===== src/rtl/core/asp_pkg.sv =====
package asp_pkg;

   // default sizing
   localparam int MaxPhasesDef    = 16;
   localparam int WindowDepthDef  = 8;
   localparam int DurationBitsDef = 12;

   // fixed field widths of the ports
   localparam int SampleBits  = 8;
   localparam int PhaseOutBits = 4;
   localparam int DurOutBits  = 12;
   localparam int CsrIdxBits  = 3;
   localparam int CsrDataBits = 8;

   // request operations
   localparam logic OpLoad   = 1'b0;
   localparam logic OpSwitch = 1'b1;

   // control register indexes
   localparam logic [CsrIdxBits-1:0] CsrPhaseCount    = 3'd0;
   localparam logic [CsrIdxBits-1:0] CsrDecideHorizon = 3'd1;
   localparam logic [CsrIdxBits-1:0] CsrLearnHorizon  = 3'd2;
   localparam logic [CsrIdxBits-1:0] CsrDeltaLimit    = 3'd3;
   localparam logic [CsrIdxBits-1:0] CsrStartPhase    = 3'd4;

   // phase table access strobes
   typedef struct packed {
      logic rd_en;
      logic dur_we;
      logic attr_we;
      logic win_we;
   } pm_cmd_type;

endpackage


===== src/rtl/core/asp_phase_mem.sv =====
module asp_phase_mem import asp_pkg::*; #(
   parameter int MAX_PHASES    = MaxPhasesDef,
   parameter int WINDOW_DEPTH  = WindowDepthDef,
   parameter int DURATION_BITS = DurationBitsDef,
   localparam int PW = $clog2(MAX_PHASES),
   localparam int FW = $clog2(WINDOW_DEPTH + 1),
   localparam int WB = (WINDOW_DEPTH > 1) ? $clog2(WINDOW_DEPTH) : 1,
   localparam int SW = $clog2(255 * WINDOW_DEPTH + 1)
) (
   input  logic                     clock,
   input  logic                     reset,
   input  pm_cmd_type               cmd,
   input  logic [PW-1:0]            rd_addr,
   input  logic [PW-1:0]            wr_addr,
   input  logic [DURATION_BITS-1:0] wr_dur,
   input  logic [DURATION_BITS-1:0] wr_min,
   input  logic [DURATION_BITS-1:0] wr_max,
   input  logic                     wr_green,
   input  logic [FW-1:0]            wr_fill,
   input  logic [WB-1:0]            wr_head,
   input  logic [SW-1:0]            wr_sum,
   output logic [DURATION_BITS-1:0] rd_dur,
   output logic [DURATION_BITS-1:0] rd_min,
   output logic [DURATION_BITS-1:0] rd_max,
   output logic                     rd_green,
   output logic [FW-1:0]            rd_fill,
   output logic [WB-1:0]            rd_head,
   output logic [SW-1:0]            rd_sum
);

   logic [DURATION_BITS-1:0] dur_mem [MAX_PHASES];
   logic [DURATION_BITS-1:0] min_mem [MAX_PHASES];
   logic [DURATION_BITS-1:0] max_mem [MAX_PHASES];
   logic                     green_mem [MAX_PHASES];
   logic [FW-1:0]            fill_mem [MAX_PHASES];
   logic [WB-1:0]            head_mem [MAX_PHASES];
   logic [SW-1:0]            sum_mem [MAX_PHASES];

   logic [MAX_PHASES-1:0]    attr_vld_ff;
   logic [MAX_PHASES-1:0]    win_vld_ff;
   logic                     rd_attr_vld_ff;
   logic                     rd_win_vld_ff;
   logic [DURATION_BITS-1:0] rd_dur_ff;
   logic [DURATION_BITS-1:0] rd_min_ff;
   logic [DURATION_BITS-1:0] rd_max_ff;
   logic                     rd_green_ff;
   logic [FW-1:0]            rd_fill_ff;
   logic [WB-1:0]            rd_head_ff;
   logic [SW-1:0]            rd_sum_ff;

   // write ports and registered read
   always_ff @(posedge clock) begin
      if (cmd.dur_we) begin
         dur_mem[wr_addr] <= wr_dur;
      end
      if (cmd.attr_we) begin
         min_mem[wr_addr]   <= wr_min;
         max_mem[wr_addr]   <= wr_max;
         green_mem[wr_addr] <= wr_green;
      end
      if (cmd.win_we) begin
         fill_mem[wr_addr] <= wr_fill;
         head_mem[wr_addr] <= wr_head;
         sum_mem[wr_addr]  <= wr_sum;
      end
      if (cmd.rd_en) begin
         rd_dur_ff   <= dur_mem[rd_addr];
         rd_min_ff   <= min_mem[rd_addr];
         rd_max_ff   <= max_mem[rd_addr];
         rd_green_ff <= green_mem[rd_addr];
         rd_fill_ff  <= fill_mem[rd_addr];
         rd_head_ff  <= head_mem[rd_addr];
         rd_sum_ff   <= sum_mem[rd_addr];
      end
   end

   // track entries holding defined green flag and window state
   always_ff @(posedge clock) begin
      if (reset) begin
         attr_vld_ff    <= '0;
         win_vld_ff     <= '0;
         rd_attr_vld_ff <= 1'b0;
         rd_win_vld_ff  <= 1'b0;
      end else begin
         if (cmd.attr_we) begin
            attr_vld_ff[wr_addr] <= 1'b1;
         end
         if (cmd.win_we) begin
            win_vld_ff[wr_addr] <= 1'b1;
         end
         if (cmd.rd_en) begin
            rd_attr_vld_ff <= attr_vld_ff[rd_addr];
            rd_win_vld_ff  <= win_vld_ff[rd_addr];
         end
      end
   end

   // green flag and window state of entries never written read as cleared
   assign rd_dur   = rd_dur_ff;
   assign rd_min   = rd_min_ff;
   assign rd_max   = rd_max_ff;
   assign rd_green = rd_green_ff & rd_attr_vld_ff;
   assign rd_fill  = rd_win_vld_ff ? rd_fill_ff : '0;
   assign rd_head  = rd_win_vld_ff ? rd_head_ff : '0;
   assign rd_sum   = rd_win_vld_ff ? rd_sum_ff : '0;

endmodule


===== src/rtl/core/asp_sample_mem.sv =====
module asp_sample_mem import asp_pkg::*; #(
   parameter int MAX_PHASES   = MaxPhasesDef,
   parameter int WINDOW_DEPTH = WindowDepthDef,
   localparam int WB = (WINDOW_DEPTH > 1) ? $clog2(WINDOW_DEPTH) : 1,
   localparam int AW = $clog2(MAX_PHASES) + WB
) (
   input  logic                  clock,
   input  logic                  wr_en,
   input  logic [AW-1:0]         wr_addr,
   input  logic [SampleBits-1:0] wr_data,
   input  logic                  rd_en,
   input  logic [AW-1:0]         rd_addr,
   output logic [SampleBits-1:0] rd_data
);

   logic [SampleBits-1:0] smp_mem [MAX_PHASES << WB];
   logic [SampleBits-1:0] rd_data_ff;

   // one write and one registered read per cycle
   always_ff @(posedge clock) begin
      if (wr_en) begin
         smp_mem[wr_addr] <= wr_data;
      end
      if (rd_en) begin
         rd_data_ff <= smp_mem[rd_addr];
      end
   end

   assign rd_data = rd_data_ff;

endmodule


===== src/rtl/core/adaptive_signal_phase_timer_top.sv =====
// Adaptive signal phase sequencer. A load request writes one phase entry and
// returns its index and duration through the result registers and then the
// output register; the next request is taken once the response is handed to
// the output register. A switch request ends the current phase, records the
// queue sample in that phase's window when the phase is green, may move one
// second of green time between phases, and steps to the next phase with
// nonzero duration, or flags that none is runnable. The redistribution scan
// visits all phase_count entries, phase_count here being the clamped count;
// it and the zero-skip walk visit one entry at a time through the single
// read port of the phase table. One request is in flight at a time; a
// finished response waits in an output register while the next request is
// taken. No clearing pass runs after reset.
module adaptive_signal_phase_timer_top import asp_pkg::*; #(
   parameter int MAX_PHASES    = MaxPhasesDef,
   parameter int WINDOW_DEPTH  = WindowDepthDef,
   parameter int DURATION_BITS = DurationBitsDef
) (
   input  logic                   clock,
   input  logic                   reset,
   input  logic                   req_valid,
   output logic                   req_ready,
   input  logic                   req_operation,
   input  logic [3:0]             req_phase_index,
   input  logic [11:0]            req_load_duration,
   input  logic [11:0]            req_load_min_duration,
   input  logic [11:0]            req_load_max_duration,
   input  logic                   req_load_is_green,
   input  logic [SampleBits-1:0]  req_queue_sample,
   output logic                   rsp_valid,
   input  logic                   rsp_ready,
   output logic [PhaseOutBits-1:0] rsp_next_phase,
   output logic [DurOutBits-1:0]  rsp_next_duration,
   output logic                   rsp_timing_adjusted,
   output logic                   rsp_no_runnable_phase,
   input  logic                   csr_we,
   input  logic [CsrIdxBits-1:0]  csr_index,
   input  logic [CsrDataBits-1:0] csr_wdata
);

   localparam int PW = $clog2(MAX_PHASES);
   localparam int CW = $clog2(MAX_PHASES + 1);
   localparam int FW = $clog2(WINDOW_DEPTH + 1);
   localparam int WB = (WINDOW_DEPTH > 1) ? $clog2(WINDOW_DEPTH) : 1;
   localparam int OW = $clog2(2 * WINDOW_DEPTH + 1);
   localparam int SW = $clog2(255 * WINDOW_DEPTH + 1);
   localparam int PD = SW + FW;
   localparam int DB = DURATION_BITS;

   typedef enum logic [11:0] {
      ST_IDLE  = 12'b0000_0000_0001,
      ST_RD    = 12'b0000_0000_0010,
      ST_PUSH  = 12'b0000_0000_0100,
      ST_SCANA = 12'b0000_0000_1000,
      ST_SCANB = 12'b0000_0001_0000,
      ST_SCANC = 12'b0000_0010_0000,
      ST_DEC1  = 12'b0000_0100_0000,
      ST_DEC2  = 12'b0000_1000_0000,
      ST_DEC3  = 12'b0001_0000_0000,
      ST_ADV   = 12'b0010_0000_0000,
      ST_CHK   = 12'b0100_0000_0000,
      ST_OUT   = 12'b1000_0000_0000
   } state_type;

   state_type state_ff, state_in;

   logic [4:0]            pc_ff, pc_in;
   logic [7:0]            hz_ff, hz_in;
   logic [3:0]            lh_ff, lh_in;
   logic [7:0]            dl_ff, dl_in;
   logic [PW-1:0]         cur_ff, cur_in;
   logic [15:0]           cyc_ff, cyc_in;
   logic [PW-1:0]         last_ff, last_in;
   logic [PW-1:0]         p_ff, p_in;
   logic [SampleBits-1:0] smp_ff, smp_in;
   logic                  drop_ff, drop_in;
   logic [FW-1:0]         wfill_ff, wfill_in;
   logic [WB-1:0]         whead_ff, whead_in;
   logic [SW-1:0]         wsum_ff, wsum_in;
   logic [CW-1:0]         i_ff, i_in;
   logic [CW-1:0]         k_ff, k_in;
   logic                  gf_ff, gf_in;
   logic [PW-1:0]         gi_ff, gi_in;
   logic [SW-1:0]         gs_ff, gs_in;
   logic [FW-1:0]         gc_ff, gc_in;
   logic [DB-1:0]         gd_ff, gd_in;
   logic                  lf_ff, lf_in;
   logic [PW-1:0]         li_ff, li_in;
   logic [SW-1:0]         ls_ff, ls_in;
   logic [FW-1:0]         lc_ff, lc_in;
   logic [DB-1:0]         ld_ff, ld_in;
   logic [PD-1:0]         a_ff, a_in;
   logic [PD-1:0]         b_ff, b_in;
   logic                  adj_ff, adj_in;
   logic [PhaseOutBits-1:0] res_phase_ff, res_phase_in;
   logic [DurOutBits-1:0] res_dur_ff, res_dur_in;
   logic                  res_adj_ff, res_adj_in;
   logic                  res_norun_ff, res_norun_in;
   logic                  rsp_valid_ff, rsp_valid_in;
   logic [PhaseOutBits-1:0] rsp_phase_ff, rsp_phase_in;
   logic [DurOutBits-1:0] rsp_dur_ff, rsp_dur_in;
   logic                  rsp_adj_ff, rsp_adj_in;
   logic                  rsp_norun_ff, rsp_norun_in;

   pm_cmd_type            pm_cmd;
   logic [PW-1:0]         pm_rd_addr;
   logic [PW-1:0]         pm_wr_addr;
   logic [DB-1:0]         pm_wr_dur;
   logic [FW-1:0]         pm_wr_fill;
   logic [WB-1:0]         pm_wr_head;
   logic [SW-1:0]         pm_wr_sum;
   logic [DB-1:0]         rd_dur;
   logic [DB-1:0]         rd_min;
   logic [DB-1:0]         rd_max;
   logic                  rd_green;
   logic [FW-1:0]         rd_fill;
   logic [WB-1:0]         rd_head;
   logic [SW-1:0]         rd_sum;

   logic                  sm_wr_en;
   logic                  sm_rd_en;
   logic [PW+WB-1:0]      sm_wr_addr;
   logic [PW+WB-1:0]      sm_rd_addr;
   logic [SampleBits-1:0] sm_rd_data;

   logic [CW-1:0]         cnt;
   logic [FW-1:0]         lhn;
   logic [OW-1:0]         oldest;
   logic [CW-1:0]         step_nxt;
   logic                  req_take;

   // clamped phase count and window length
   always_comb begin
      if (pc_ff == 5'd0) begin
         cnt = CW'(1);
      end else if (32'(pc_ff) > MAX_PHASES) begin
         cnt = CW'(MAX_PHASES);
      end else begin
         cnt = CW'(pc_ff);
      end
      if (lh_ff == 4'd0) begin
         lhn = FW'(1);
      end else if (32'(lh_ff) > WINDOW_DEPTH) begin
         lhn = FW'(WINDOW_DEPTH);
      end else begin
         lhn = FW'(lh_ff);
      end
   end

   // oldest window slot and next step index
   always_comb begin
      oldest = OW'(rd_head) + OW'(WINDOW_DEPTH) - OW'(rd_fill);
      if (32'(oldest) >= WINDOW_DEPTH) begin
         oldest = oldest - OW'(WINDOW_DEPTH);
      end
      step_nxt = CW'(cur_ff) + CW'(1);
      if (step_nxt >= cnt) begin
         step_nxt = '0;
      end
   end

   assign req_ready = (state_ff == ST_IDLE);
   assign req_take  = req_valid & req_ready;

   // sequencer
   always_comb begin
      logic [OW-1:0] hnx;
      logic [PD-1:0] lhs;
      logic [PD-1:0] rhs;
      logic [PD+7:0] dgap;
      logic [PD+7:0] dlim;

      state_in     = state_ff;
      pc_in        = pc_ff;
      hz_in        = hz_ff;
      lh_in        = lh_ff;
      dl_in        = dl_ff;
      cur_in       = cur_ff;
      cyc_in       = cyc_ff;
      last_in      = last_ff;
      p_in         = p_ff;
      smp_in       = smp_ff;
      drop_in      = drop_ff;
      wfill_in     = wfill_ff;
      whead_in     = whead_ff;
      wsum_in      = wsum_ff;
      i_in         = i_ff;
      k_in         = k_ff;
      gf_in        = gf_ff;
      gi_in        = gi_ff;
      gs_in        = gs_ff;
      gc_in        = gc_ff;
      gd_in        = gd_ff;
      lf_in        = lf_ff;
      li_in        = li_ff;
      ls_in        = ls_ff;
      lc_in        = lc_ff;
      ld_in        = ld_ff;
      a_in         = a_ff;
      b_in         = b_ff;
      adj_in       = adj_ff;
      res_phase_in = res_phase_ff;
      res_dur_in   = res_dur_ff;
      res_adj_in   = res_adj_ff;
      res_norun_in = res_norun_ff;
      rsp_valid_in = rsp_valid_ff & ~rsp_ready;
      rsp_phase_in = rsp_phase_ff;
      rsp_dur_in   = rsp_dur_ff;
      rsp_adj_in   = rsp_adj_ff;
      rsp_norun_in = rsp_norun_ff;

      pm_cmd       = '0;
      pm_rd_addr   = cur_ff;
      pm_wr_addr   = p_ff;
      pm_wr_dur    = DB'(req_load_duration);
      pm_wr_fill   = wfill_ff;
      pm_wr_head   = whead_ff;
      pm_wr_sum    = wsum_ff;
      sm_wr_en     = 1'b0;
      sm_rd_en     = 1'b0;
      sm_wr_addr   = {p_ff, whead_ff};
      sm_rd_addr   = {p_ff, WB'(oldest)};

      hnx  = OW'(whead_ff) + OW'(1);
      lhs  = '0;
      rhs  = '0;
      dgap = '0;
      dlim = '0;

      case (state_ff)
         ST_IDLE: begin
            if (req_take) begin
               if (req_operation == OpLoad) begin
                  // write the entry and echo it
                  res_phase_in = req_phase_index;
                  res_adj_in   = 1'b0;
                  res_norun_in = 1'b0;
                  res_dur_in   = '0;
                  if (32'(req_phase_index) < MAX_PHASES) begin
                     pm_cmd.dur_we  = 1'b1;
                     pm_cmd.attr_we = 1'b1;
                     pm_wr_addr     = PW'(req_phase_index);
                     res_dur_in     = DurOutBits'(DB'(req_load_duration));
                  end
                  state_in = ST_OUT;
               end else begin
                  // read the ending phase
                  pm_cmd.rd_en = 1'b1;
                  pm_rd_addr   = cur_ff;
                  p_in         = cur_ff;
                  smp_in       = req_queue_sample;
                  adj_in       = 1'b0;
                  k_in         = CW'(1);
                  state_in     = ST_RD;
               end
            end
         end
         ST_RD: begin
            wfill_in = rd_fill;
            whead_in = rd_head;
            wsum_in  = rd_sum;
            drop_in  = (rd_fill >= lhn) && (rd_fill != '0);
            if (rd_green) begin
               // fetch the sample that falls out of the window
               sm_rd_en = 1'b1;
               state_in = ST_PUSH;
            end else begin
               state_in = ST_ADV;
            end
         end
         ST_PUSH: begin
            // update window state and store the new sample
            pm_cmd.win_we = 1'b1;
            pm_wr_addr    = p_ff;
            pm_wr_sum     = wsum_ff - (drop_ff ? SW'(sm_rd_data) : SW'(0)) + SW'(smp_ff);
            pm_wr_fill    = wfill_ff - FW'(drop_ff) + FW'(1);
            pm_wr_head    = (32'(hnx) == WINDOW_DEPTH) ? '0 : WB'(hnx);
            sm_wr_en      = 1'b1;
            gf_in         = 1'b0;
            lf_in         = 1'b0;
            i_in          = '0;
            if (16'(hz_ff) <= cyc_ff) begin
               state_in = ST_SCANA;
            end else begin
               state_in = ST_ADV;
            end
         end
         ST_SCANA: begin
            pm_cmd.rd_en = 1'b1;
            pm_rd_addr   = i_ff[PW-1:0];
            state_in     = ST_SCANB;
         end
         ST_SCANB: begin
            // gaining candidate: highest mean below its maximum
            lhs = PD'(rd_sum) * PD'(gc_ff);
            rhs = PD'(gs_ff) * PD'(rd_fill);
            if (rd_fill != '0 && rd_dur < rd_max && (!gf_ff || lhs > rhs)) begin
               gf_in = 1'b1;
               gi_in = i_ff[PW-1:0];
               gs_in = rd_sum;
               gc_in = rd_fill;
               gd_in = rd_dur;
            end
            state_in = ST_SCANC;
         end
         ST_SCANC: begin
            // losing candidate: lowest mean above its minimum
            lhs = PD'(rd_sum) * PD'(lc_ff);
            rhs = PD'(ls_ff) * PD'(rd_fill);
            if (rd_fill != '0 && rd_dur > rd_min && (!lf_ff || lhs < rhs)) begin
               lf_in = 1'b1;
               li_in = i_ff[PW-1:0];
               ls_in = rd_sum;
               lc_in = rd_fill;
               ld_in = rd_dur;
            end
            i_in = i_ff + CW'(1);
            if (i_ff + CW'(1) == cnt) begin
               state_in = ST_DEC1;
            end else begin
               state_in = ST_SCANA;
            end
         end
         ST_DEC1: begin
            if (!gf_ff || !lf_ff || gi_ff == li_ff || gs_ff == '0) begin
               state_in = ST_ADV;
            end else begin
               a_in     = PD'(lc_ff) * PD'(gs_ff);
               b_in     = PD'(ls_ff) * PD'(gc_ff);
               state_in = ST_DEC2;
            end
         end
         ST_DEC2: begin
            // relative gap against the limit
            dgap = {a_ff - b_ff, 8'd0};
            dlim = (PD+8)'(dl_ff) * (PD+8)'(a_ff);
            if (a_ff > b_ff && dgap > dlim) begin
               pm_cmd.dur_we = 1'b1;
               pm_wr_addr    = gi_ff;
               pm_wr_dur     = gd_ff + DB'(1);
               adj_in        = 1'b1;
               cyc_in        = '0;
               last_in       = p_ff;
               state_in      = ST_DEC3;
            end else begin
               state_in = ST_ADV;
            end
         end
         ST_DEC3: begin
            pm_cmd.dur_we = 1'b1;
            pm_wr_addr    = li_ff;
            pm_wr_dur     = ld_ff - DB'(1);
            state_in      = ST_ADV;
         end
         ST_ADV: begin
            // step and fetch the new phase duration
            pm_cmd.rd_en = 1'b1;
            pm_rd_addr   = PW'(step_nxt);
            cur_in       = PW'(step_nxt);
            if (PW'(step_nxt) == last_ff && cyc_ff != 16'hFFFF) begin
               cyc_in = cyc_ff + 16'd1;
            end
            state_in = ST_CHK;
         end
         ST_CHK: begin
            if (rd_dur == '0 && k_ff < cnt) begin
               k_in     = k_ff + CW'(1);
               state_in = ST_ADV;
            end else begin
               res_phase_in = PhaseOutBits'(cur_ff);
               res_dur_in   = DurOutBits'(rd_dur);
               res_adj_in   = adj_ff;
               res_norun_in = (rd_dur == '0);
               state_in     = ST_OUT;
            end
         end
         ST_OUT: begin
            // hand over once the output register is free
            if (!rsp_valid_ff || rsp_ready) begin
               rsp_valid_in = 1'b1;
               rsp_phase_in = res_phase_ff;
               rsp_dur_in   = res_dur_ff;
               rsp_adj_in   = res_adj_ff;
               rsp_norun_in = res_norun_ff;
               state_in     = ST_IDLE;
            end
         end
         default: begin
            state_in = ST_IDLE;
         end
      endcase

      // control register writes
      if (csr_we) begin
         case (csr_index)
            CsrPhaseCount:    pc_in = csr_wdata[4:0];
            CsrDecideHorizon: hz_in = csr_wdata;
            CsrLearnHorizon:  lh_in = csr_wdata[3:0];
            CsrDeltaLimit:    dl_in = csr_wdata;
            CsrStartPhase: begin
               cur_in = (32'(csr_wdata[3:0]) < MAX_PHASES) ? PW'(csr_wdata[3:0]) : '0;
            end
            default: begin
            end
         endcase
      end
   end

   // control state
   always_ff @(posedge clock) begin
      if (reset) begin
         state_ff     <= ST_IDLE;
         pc_ff        <= 5'd4;
         hz_ff        <= 8'd1;
         lh_ff        <= 4'd3;
         dl_ff        <= 8'd26;
         cur_ff       <= '0;
         cyc_ff       <= '0;
         last_ff      <= '0;
         rsp_valid_ff <= 1'b0;
      end else begin
         state_ff     <= state_in;
         pc_ff        <= pc_in;
         hz_ff        <= hz_in;
         lh_ff        <= lh_in;
         dl_ff        <= dl_in;
         cur_ff       <= cur_in;
         cyc_ff       <= cyc_in;
         last_ff      <= last_in;
         rsp_valid_ff <= rsp_valid_in;
      end
   end

   // working and payload registers
   always_ff @(posedge clock) begin
      p_ff         <= p_in;
      smp_ff       <= smp_in;
      drop_ff      <= drop_in;
      wfill_ff     <= wfill_in;
      whead_ff     <= whead_in;
      wsum_ff      <= wsum_in;
      i_ff         <= i_in;
      k_ff         <= k_in;
      gf_ff        <= gf_in;
      gi_ff        <= gi_in;
      gs_ff        <= gs_in;
      gc_ff        <= gc_in;
      gd_ff        <= gd_in;
      lf_ff        <= lf_in;
      li_ff        <= li_in;
      ls_ff        <= ls_in;
      lc_ff        <= lc_in;
      ld_ff        <= ld_in;
      a_ff         <= a_in;
      b_ff         <= b_in;
      adj_ff       <= adj_in;
      res_phase_ff <= res_phase_in;
      res_dur_ff   <= res_dur_in;
      res_adj_ff   <= res_adj_in;
      res_norun_ff <= res_norun_in;
      rsp_phase_ff <= rsp_phase_in;
      rsp_dur_ff   <= rsp_dur_in;
      rsp_adj_ff   <= rsp_adj_in;
      rsp_norun_ff <= rsp_norun_in;
   end

   assign rsp_valid             = rsp_valid_ff;
   assign rsp_next_phase        = rsp_phase_ff;
   assign rsp_next_duration     = rsp_dur_ff;
   assign rsp_timing_adjusted   = rsp_adj_ff;
   assign rsp_no_runnable_phase = rsp_norun_ff;

   asp_phase_mem #(
      .MAX_PHASES    (MAX_PHASES),
      .WINDOW_DEPTH  (WINDOW_DEPTH),
      .DURATION_BITS (DURATION_BITS)
   ) u_phase_mem (
      .clock    (clock),
      .reset    (reset),
      .cmd      (pm_cmd),
      .rd_addr  (pm_rd_addr),
      .wr_addr  (pm_wr_addr),
      .wr_dur   (pm_wr_dur),
      .wr_min   (DB'(req_load_min_duration)),
      .wr_max   (DB'(req_load_max_duration)),
      .wr_green (req_load_is_green),
      .wr_fill  (pm_wr_fill),
      .wr_head  (pm_wr_head),
      .wr_sum   (pm_wr_sum),
      .rd_dur   (rd_dur),
      .rd_min   (rd_min),
      .rd_max   (rd_max),
      .rd_green (rd_green),
      .rd_fill  (rd_fill),
      .rd_head  (rd_head),
      .rd_sum   (rd_sum)
   );

   asp_sample_mem #(
      .MAX_PHASES   (MAX_PHASES),
      .WINDOW_DEPTH (WINDOW_DEPTH)
   ) u_sample_mem (
      .clock   (clock),
      .wr_en   (sm_wr_en),
      .wr_addr (sm_wr_addr),
      .wr_data (smp_ff),
      .rd_en   (sm_rd_en),
      .rd_addr (sm_rd_addr),
      .rd_data (sm_rd_data)
   );

endmodule


===== config.mk =====
export PLATFORM = sky130hd
export DESIGN_NAME = adaptive_signal_phase_timer_top
export DESIGN_NICKNAME = d
export VERILOG_FILES = /design/src/rtl/core/asp_pkg.sv /design/src/rtl/core/asp_phase_mem.sv /design/src/rtl/core/asp_sample_mem.sv /design/src/rtl/core/adaptive_signal_phase_timer_top.sv
export SDC_FILE = /design/constraint.sdc
export NUM_CORES = 2
export LEC_CHECK = 0
export ABC_CLOCK_PERIOD_IN_PS = 13400
export BUFFER_PORTS_ARGS = -buffer_cell sky130_fd_sc_hd__buf_2
export CORE_MARGIN = 2
export CORE_UTILIZATION = 40
export DETAILED_ROUTE_END_ITERATION = 8
export HOLD_SLACK_MARGIN = 0.12
export PLACE_DENSITY = 0.52
export SLEW_MARGIN = 20
export SYNTH_ARGS = -nofsm -noshare
export SYNTH_HDL_FRONTEND = slang
export SYNTH_SLANG_ARGS = --single-unit

===== constraint.sdc =====
create_clock -name clock -period 13.4 [get_ports clock]
set_input_delay 1.34 -clock clock [delete_from_list [all_inputs] [get_ports clock]]
set_output_delay 1.34 -clock clock [all_outputs]
set_load 0.005 [all_outputs]

# Yosys cells after proc, flatten, opt, wreduce, memory -nomap -nowiden
# Memory sizes are Yosys's and may differ from the RTL's. A register that Yosys moved wholly into a read port is not among the register bits.
# Index checks and enable logic that the tools add are counted.
[word_totals]
regBits = 268
mem_bits_rw = 1904
input_bits = 66
out_inout_bits = 20
mem_count = 8
[classes]
add_sub_neg = 15
mul = 7
magnitude_cmp = 16
n_eq_ne = 31
n_mux = 88
bitwise_logic = 7
reduce_logical = 47
[memory_table]
columns = ["memory", "words", "word_bits", "read_ports", "rd_ports_with_merged_regs", "wr", "line", "text"]
rows = [
  ["u_sample_mem.smp_mem", 128, 8, 1, 1, 1, "asp_sample_mem.sv:16", "logic [SampleBits-1:0] smp_mem [MAX_PHASES << WB];"],
  ["u_phase_mem.dur_mem", 16, 12, 1, 1, 1, "asp_phase_mem.sv:31", "logic [DURATION_BITS-1:0] dur_mem [MAX_PHASES];"],
  ["u_phase_mem.max_mem", 16, 12, 1, 1, 1, "asp_phase_mem.sv:33", "logic [DURATION_BITS-1:0] max_mem [MAX_PHASES];"],
  ["u_phase_mem.min_mem", 16, 12, 1, 1, 1, "asp_phase_mem.sv:32", "logic [DURATION_BITS-1:0] min_mem [MAX_PHASES];"],
  ["u_phase_mem.sum_mem", 16, 11, 1, 1, 1, "asp_phase_mem.sv:37", "logic [SW-1:0] sum_mem [MAX_PHASES];"],
  ["u_phase_mem.fill_mem", 16, 4, 1, 1, 1, "asp_phase_mem.sv:35", "logic [FW-1:0] fill_mem [MAX_PHASES];"],
  ["+2 memories", "n/a", "n/a", "n/a", "n/a", "n/a", "n/a", ""],
]
[op_table]
columns = ["operator", "n"]
rows = [
  ["$pmux 12 s12", 1],
  ["$mux 12", 8],
  ["$mul 11x4->15", 5],
  ["$mux 4", 14],
  ["$pmux 12 s2", 2],
  ["$mux 10", 4],
  ["$mux 16", 2],
  ["$or 16x16->16", 2],
  ["$pmux 16 s2", 1],
  ["$gt 15x15->1", 2],
  ["$mux 1", 26],
  ["$mux 5", 5],
  ["$reduce_and 2->1", 12],
  ["$gt 23x23->1", 1],
  ["$mul 8x15->23", 1],
  ["$mux 11", 2],
  ["$pmux 5 s2", 2],
  ["$add 16x1->16 const B", 1],
  ["$le 8x16->1", 1],
  ["$ne 16x16->1 const B", 1],
  ["$ne 2x2->1 const B", 8],
  ["$pmux 4 s2", 2],
  ["$lt 15x15->1", 1],
  ["$mul 4x11->15", 1],
  ["other kinds (66)", 106],
]

# Logic depth before layout (Yosys ltp)
[logic_depth]
word_depth = 10
ltp_mapped = 31
ltp_nobuf = 29

# Modules after synthesis
# A second synthesis with hierarchy kept.
[unflattened]
cells_unflattened = 5717
hier_area_um2 = 100027.2
[modules_own_cells]
columns = ["mod", "n_inst", "cells_each", "area_each_um2"]
rows = [
  ["asp_sample_mem", 1, 1635, 39745.6],
  ["asp_phase_mem", 1, 1506, 36323.6],
  ["adaptive_signal_phase_timer_top", 1, 2576, 23958.0],
]

# Least setup slack after synthesis
# No wires, ideal clock.
[synth_path]
kind = "flip-flop to flip-flop"
from = "register dl_ff[2]"
to = "memory u_phase_mem.green_mem[10], enable pin"
setup_ns = 0.470
t_arrival_ns = 8.954
setup_slack_ns = 3.976
path_stages_with_launch = 32
path_cell_list = "dfxtp_1 > clkbuf_1 > nand2_1 > fa_1 > fa_1 > inv_1 > fa_1 > inv_1 > fa_1 > inv_1 > ha_1 > nor4_1 > o21ai_0 > a41oi_1 > nor2_1 > a211oi_1 > a211oi_1 > a211oi_1 > a21oi_1 > xnor2_1 > ha_1 > nand3_1 > nor3_1 > nand2_1 > o41ai_1 > a21oi_1 > and3_1 > buf_2 > o22ai_2 > nand2_1 > buf_2 > nor4_1"
[synth_via]
elab_chain_cells = 5
[synth_rtl]
columns = ["element", "line", "text"]
rows = [
  ["from (decl)", "adaptive_signal_phase_timer_top.sv:69", "logic [7:0] dl_ff, dl_in;"],
  ["from (signal assigned)", "adaptive_signal_phase_timer_top.sv:425", "dl_ff <= dl_in;"],
  ["$mul 8x15->23", "adaptive_signal_phase_timer_top.sv:335", "dlim = (PD+8)'(dl_ff) * (PD+8)'(a_ff);"],
  ["$gt 23x23->1", "adaptive_signal_phase_timer_top.sv:336", "if (a_ff > b_ff && dgap > dlim) begin"],
  ["$logic_and 1x1->1", "adaptive_signal_phase_timer_top.sv:336", ""],
  ["$mux 4", "adaptive_signal_phase_timer_top.sv:336", ""],
  ["$pmux 4 s3", "adaptive_signal_phase_timer_top.sv:229", "case (state_ff)"],
  ["to (decl)", "asp_phase_mem.sv:34", "logic green_mem [MAX_PHASES];"],
]
# No other way between the ends.

# Final worst setup path
[layout_path]
from = "register dl_ff[3]"
to = "memory u_phase_mem.dur_mem[1][7] in the netlist's numbering, enable pin"
[layout_via]
elab_chain_cells = 7
word_cells_on_any_way = 9
cone_classes = "1 x mul; 1 x order compare; 6 x mux; 1 x reduce/logical"
[layout_rtl]
columns = ["element", "line", "text"]
rows = [
  ["$mul 8x15->23 *", "adaptive_signal_phase_timer_top.sv:335", ""],
  ["$gt 23x23->1 *", "adaptive_signal_phase_timer_top.sv:336", ""],
  ["$logic_and 1x1->1 *", "adaptive_signal_phase_timer_top.sv:336", ""],
  ["$mux 1", "adaptive_signal_phase_timer_top.sv:336", ""],
  ["$pmux 1 s3", "adaptive_signal_phase_timer_top.sv:229", ""],
  ["$mux 1", "asp_phase_mem.sv:53", "if (cmd.dur_we) begin"],
  ["$mux 1 (not written as such)", "asp_phase_mem.sv:54", "dur_mem[wr_addr] <= wr_dur;"],
  ["to (decl)", "asp_phase_mem.sv:31", ""],
]
# Mark *: on every way between the ends. The rest lies on a longest branch, timed or not.

==> impl_metrics.py <==
metrics = {
    "clocking": {
        "postCtsSetupRepairBufs": 0,
        "clock_latency_ns": 0.90,
        "ctsResizeCount": 0,
        "cts_max_path_buffers": 3,
        "clk_pin_slew_ns": 0.06,
        "h-tree-depth": 4,
        "cts-root-buf": "clkbuf_16",
        "numCtsBuffers": 231,
        "cts_tree": "yes",
        "clock-sinks": 2235,
        "ctsHoldBuffers": 0,
    },
    "sta": {
        "period_share_pct": 77.0,
        "worst_pin_slew_ns": 1.23,
        "relSlewSlack_pct": 17.1,
        "tns_ns": 0,
        "report.final.slew_viol_count": 0,
        "final.min_clock_period_ns": 10.32,
        "clock_skew_ns": 0.105,
        "max_freq_ghz": 0.0969,
        "setup_violations": 0,
        "rsz0062_at_grt": "no",
        "finalHoldViolCount": 0,
    },
    "die": {
        "dieArea_sq_um": 262000,
        "initial_core_util_pct": 40.2,
        "core_area_sq_um": 256000,
        "die_y_um": 512,
        "die_w_um": 512,
        "io-pin-count": 86,
        "num_rows": 186,
    },
    "synthesis": {
        "synth_warnings": 0,
        "synth_nets": 8851,
        "syn_inst": 8307,
        "synth-edff-count": 2139,
        "async_flop_share_pct": 0,
        "ys_dominant_reg_cell": "edfxtp_1",
        "ys_seq_area_share_pct": 64.2,
        "ys_ff_latch": 2235,
        "syn_area_per_cell_sq_um": 12.4,
        "syn_area_sq_um": 103000,
        "ys_types": 90,
    },
    "global_routing": {
        "grt_pass1_vias": 65700,
        "grt_max_degree": 205,
        "grt_overflow": 0,
        "antenna_found_initial": 22,
        "grt_pass1_wl_um": 442000,
        "track_usage_pct": 22.5,
    },
    "power_and_ir_drop": {
        "p_per_area_nw_per_um2": 140,
        "p_leak_uw": 0.0415,
        "vdd_drop_max_uv": 108,
    },
    "critical_path": {
        "rr_worst_depth": 28,
        "critPathCaptureType": "register",
        "worstPathArrival_ns": 10.76,
        "path_max_fanout": 16,
        "worst-r2r-setup-slack_ns": 3.08,
        "critical_path_class": "reg -> reg",
        "r2r_start": "dl_ff[3]",
        "r2r-end": "u_phase_mem.dur_mem[1][7]",
        "crit_path_top_delay_cell": "nor3_2",
        "slowest_delay_ns": 0.99,
        "cp-start-kind": "register",
        "critPathRequiredTime_ns": 13.84,
        "crit_start": "dl_ff[3]",
    },
    "worst_hold_path": {
        "hold_depth": 0,
        "min_path_type": "reg -> reg",
        "hp-start": "res_dur_ff[10]",
        "min_to": "rsp_next_duration[10]",
    },
    "detailed_routing": {
        "viasPerCell": 5.57,
        "antenna_left": 0,
        "finalWirelength_um": 298000,
        "drc": 0,
        "post_drt_wl_per_cell_um": 25.0,
        "dr.pass1.iters": 6,
        "drtIter0Drc": 6675,
        "via_count": 66200,
    },
    "run_status": {
        "status": "complete, no violations",
    },
    "place": {
        "hpwl_um": 187000,
        "routabilityCongestion": 0.834,
        "io_buffer_count": 85,
    },
    "layout": {
        "post-route-util_pct": 44.9,
        "drive_above_1_share_pct": 9.24,
        "final_common_cell": "edfxtp_1",
        "final_cell_mix": "edfxtp_1, nand2_1, nand3_1",
        "area_growth_pct": 11.7,
        "nets": 8856,
    },
    "job": {
        "drv_cap": 0,
    },
}
[flip-flops by register name, summed over array words and instances (netlist names), 48 cells and up]
register,count
u_phase_mem.fill_mem,64
u_phase_mem.head_mem,48
u_sample_mem.smp_mem,1024
u_phase_mem.max_mem,192
u_phase_mem.sum_mem,176
u_phase_mem.min_mem,192
u_phase_mem.dur_mem,192
[metal layers]
| metal | global-route usage [%] | routed length [um] |
|---|---|---|
| met5 | 0 | 61 |
| met4 | 6.23 | 7970 |
| met3 | 3.48 | 17800 |
| met2 | 37.0 | 142000 |
| met1 | 30.8 | 129000 |
[final cells by class]
cell class	instances	area, sq um
multi-input combinational	5254	34200
fill	23200	141000
clock inverter	139	1490
sequential	2235	66200
tap	3384	4230
inverter	359	1350
antenna	8	20.0
clock buffer	287	6070
timing repair buffer	231	1630
[power breakdown]
| group | internal [uW] | switching, uW |
|---|---|---|
| Clock | 3620 | 2800 |
| Sequential | 7760 | 49.9 |
| Combinational | 557 | 1290 |
| Total | 11900 | 4140 |
[cell families after synthesis]
family / synth area share, %
xor+xnor: 1.35
simple gates: 16.7
buf+inv: 3.17
compound gates: 4.52
fa+ha+maj: 7.23
flops: 64.2
mux: 2.85
[synthesized netlist by cell type, types with 40 or more instances]
master       n  area, sq um
nor2b_1     40          250
nand4_1     81          507
clkbuf_1   298         1120
xnor2_1     95          832
inv_1      358         1340
a311oi_1    58          508
a32o_1      48          480
nand3_1    955         4780
dfxtp_1     96         1920
mux4_2      98         2210
buf_2      127          636
nor2_1     329         1230
edfxtp_1  2139        64200
a21o_1      40          300
xor2_1      64          561
a21oi_1    137          686
nor4_1      44          275
a31oi_1     70          438
fa_1       196         3920
nand2_1   1860         6980
nor3_1      61          305
ha_1       282         3530
o21ai_0     72          360
and3_1     146          913
mux2i_1     71          711
and2_1     161         1010
[critical path, delay by kind of cell, from the launching register on]
family,cells,cell delay [ns]
adder cells (fa/ha/maj),6,2.52
AND/OR/NAND/NOR,8,2.99
AO/OA/AOI/OAI,10,3.37
flip-flops,1,0.67
buffers and inverters,3,0.14
XOR/XNOR,1,0.14
[worst max-delay path by stage]
stage                                 end  slack, ns  cells after the start
5_1_grt         u_phase_mem.dur_mem[1][5]       2.43                     28
3_3_place_gp   u_phase_mem.dur_mem[13][4]       3.04                     28
3_5_place_dp    u_phase_mem.dur_mem[1][0]       3.05                     28
4_1_cts         u_phase_mem.dur_mem[1][7]       2.97                     28
2_1_floorplan   u_phase_mem.green_mem[10]       3.98                     31
6_report        u_phase_mem.dur_mem[1][7]       3.08                     28
[metrics by stage]
step           instance area, sq um  setup WS, ns  total power, uW  hold WS, ns  std cells
2_1_floorplan                103000          3.98             9070        0.400       8307
3_5_place_dp                 107000          3.05             9800        0.406      11500
3_3_place_gp                 107000          3.04             9790        0.406      11500
6_report                     115000          3.08            16100        0.419      11900
4_1_cts                      115000          2.97            16200        0.420      11900
5_1_grt                      115000          2.43            16600        0.423      11900
No activity file was read; power rests on OpenSTA's default activity.
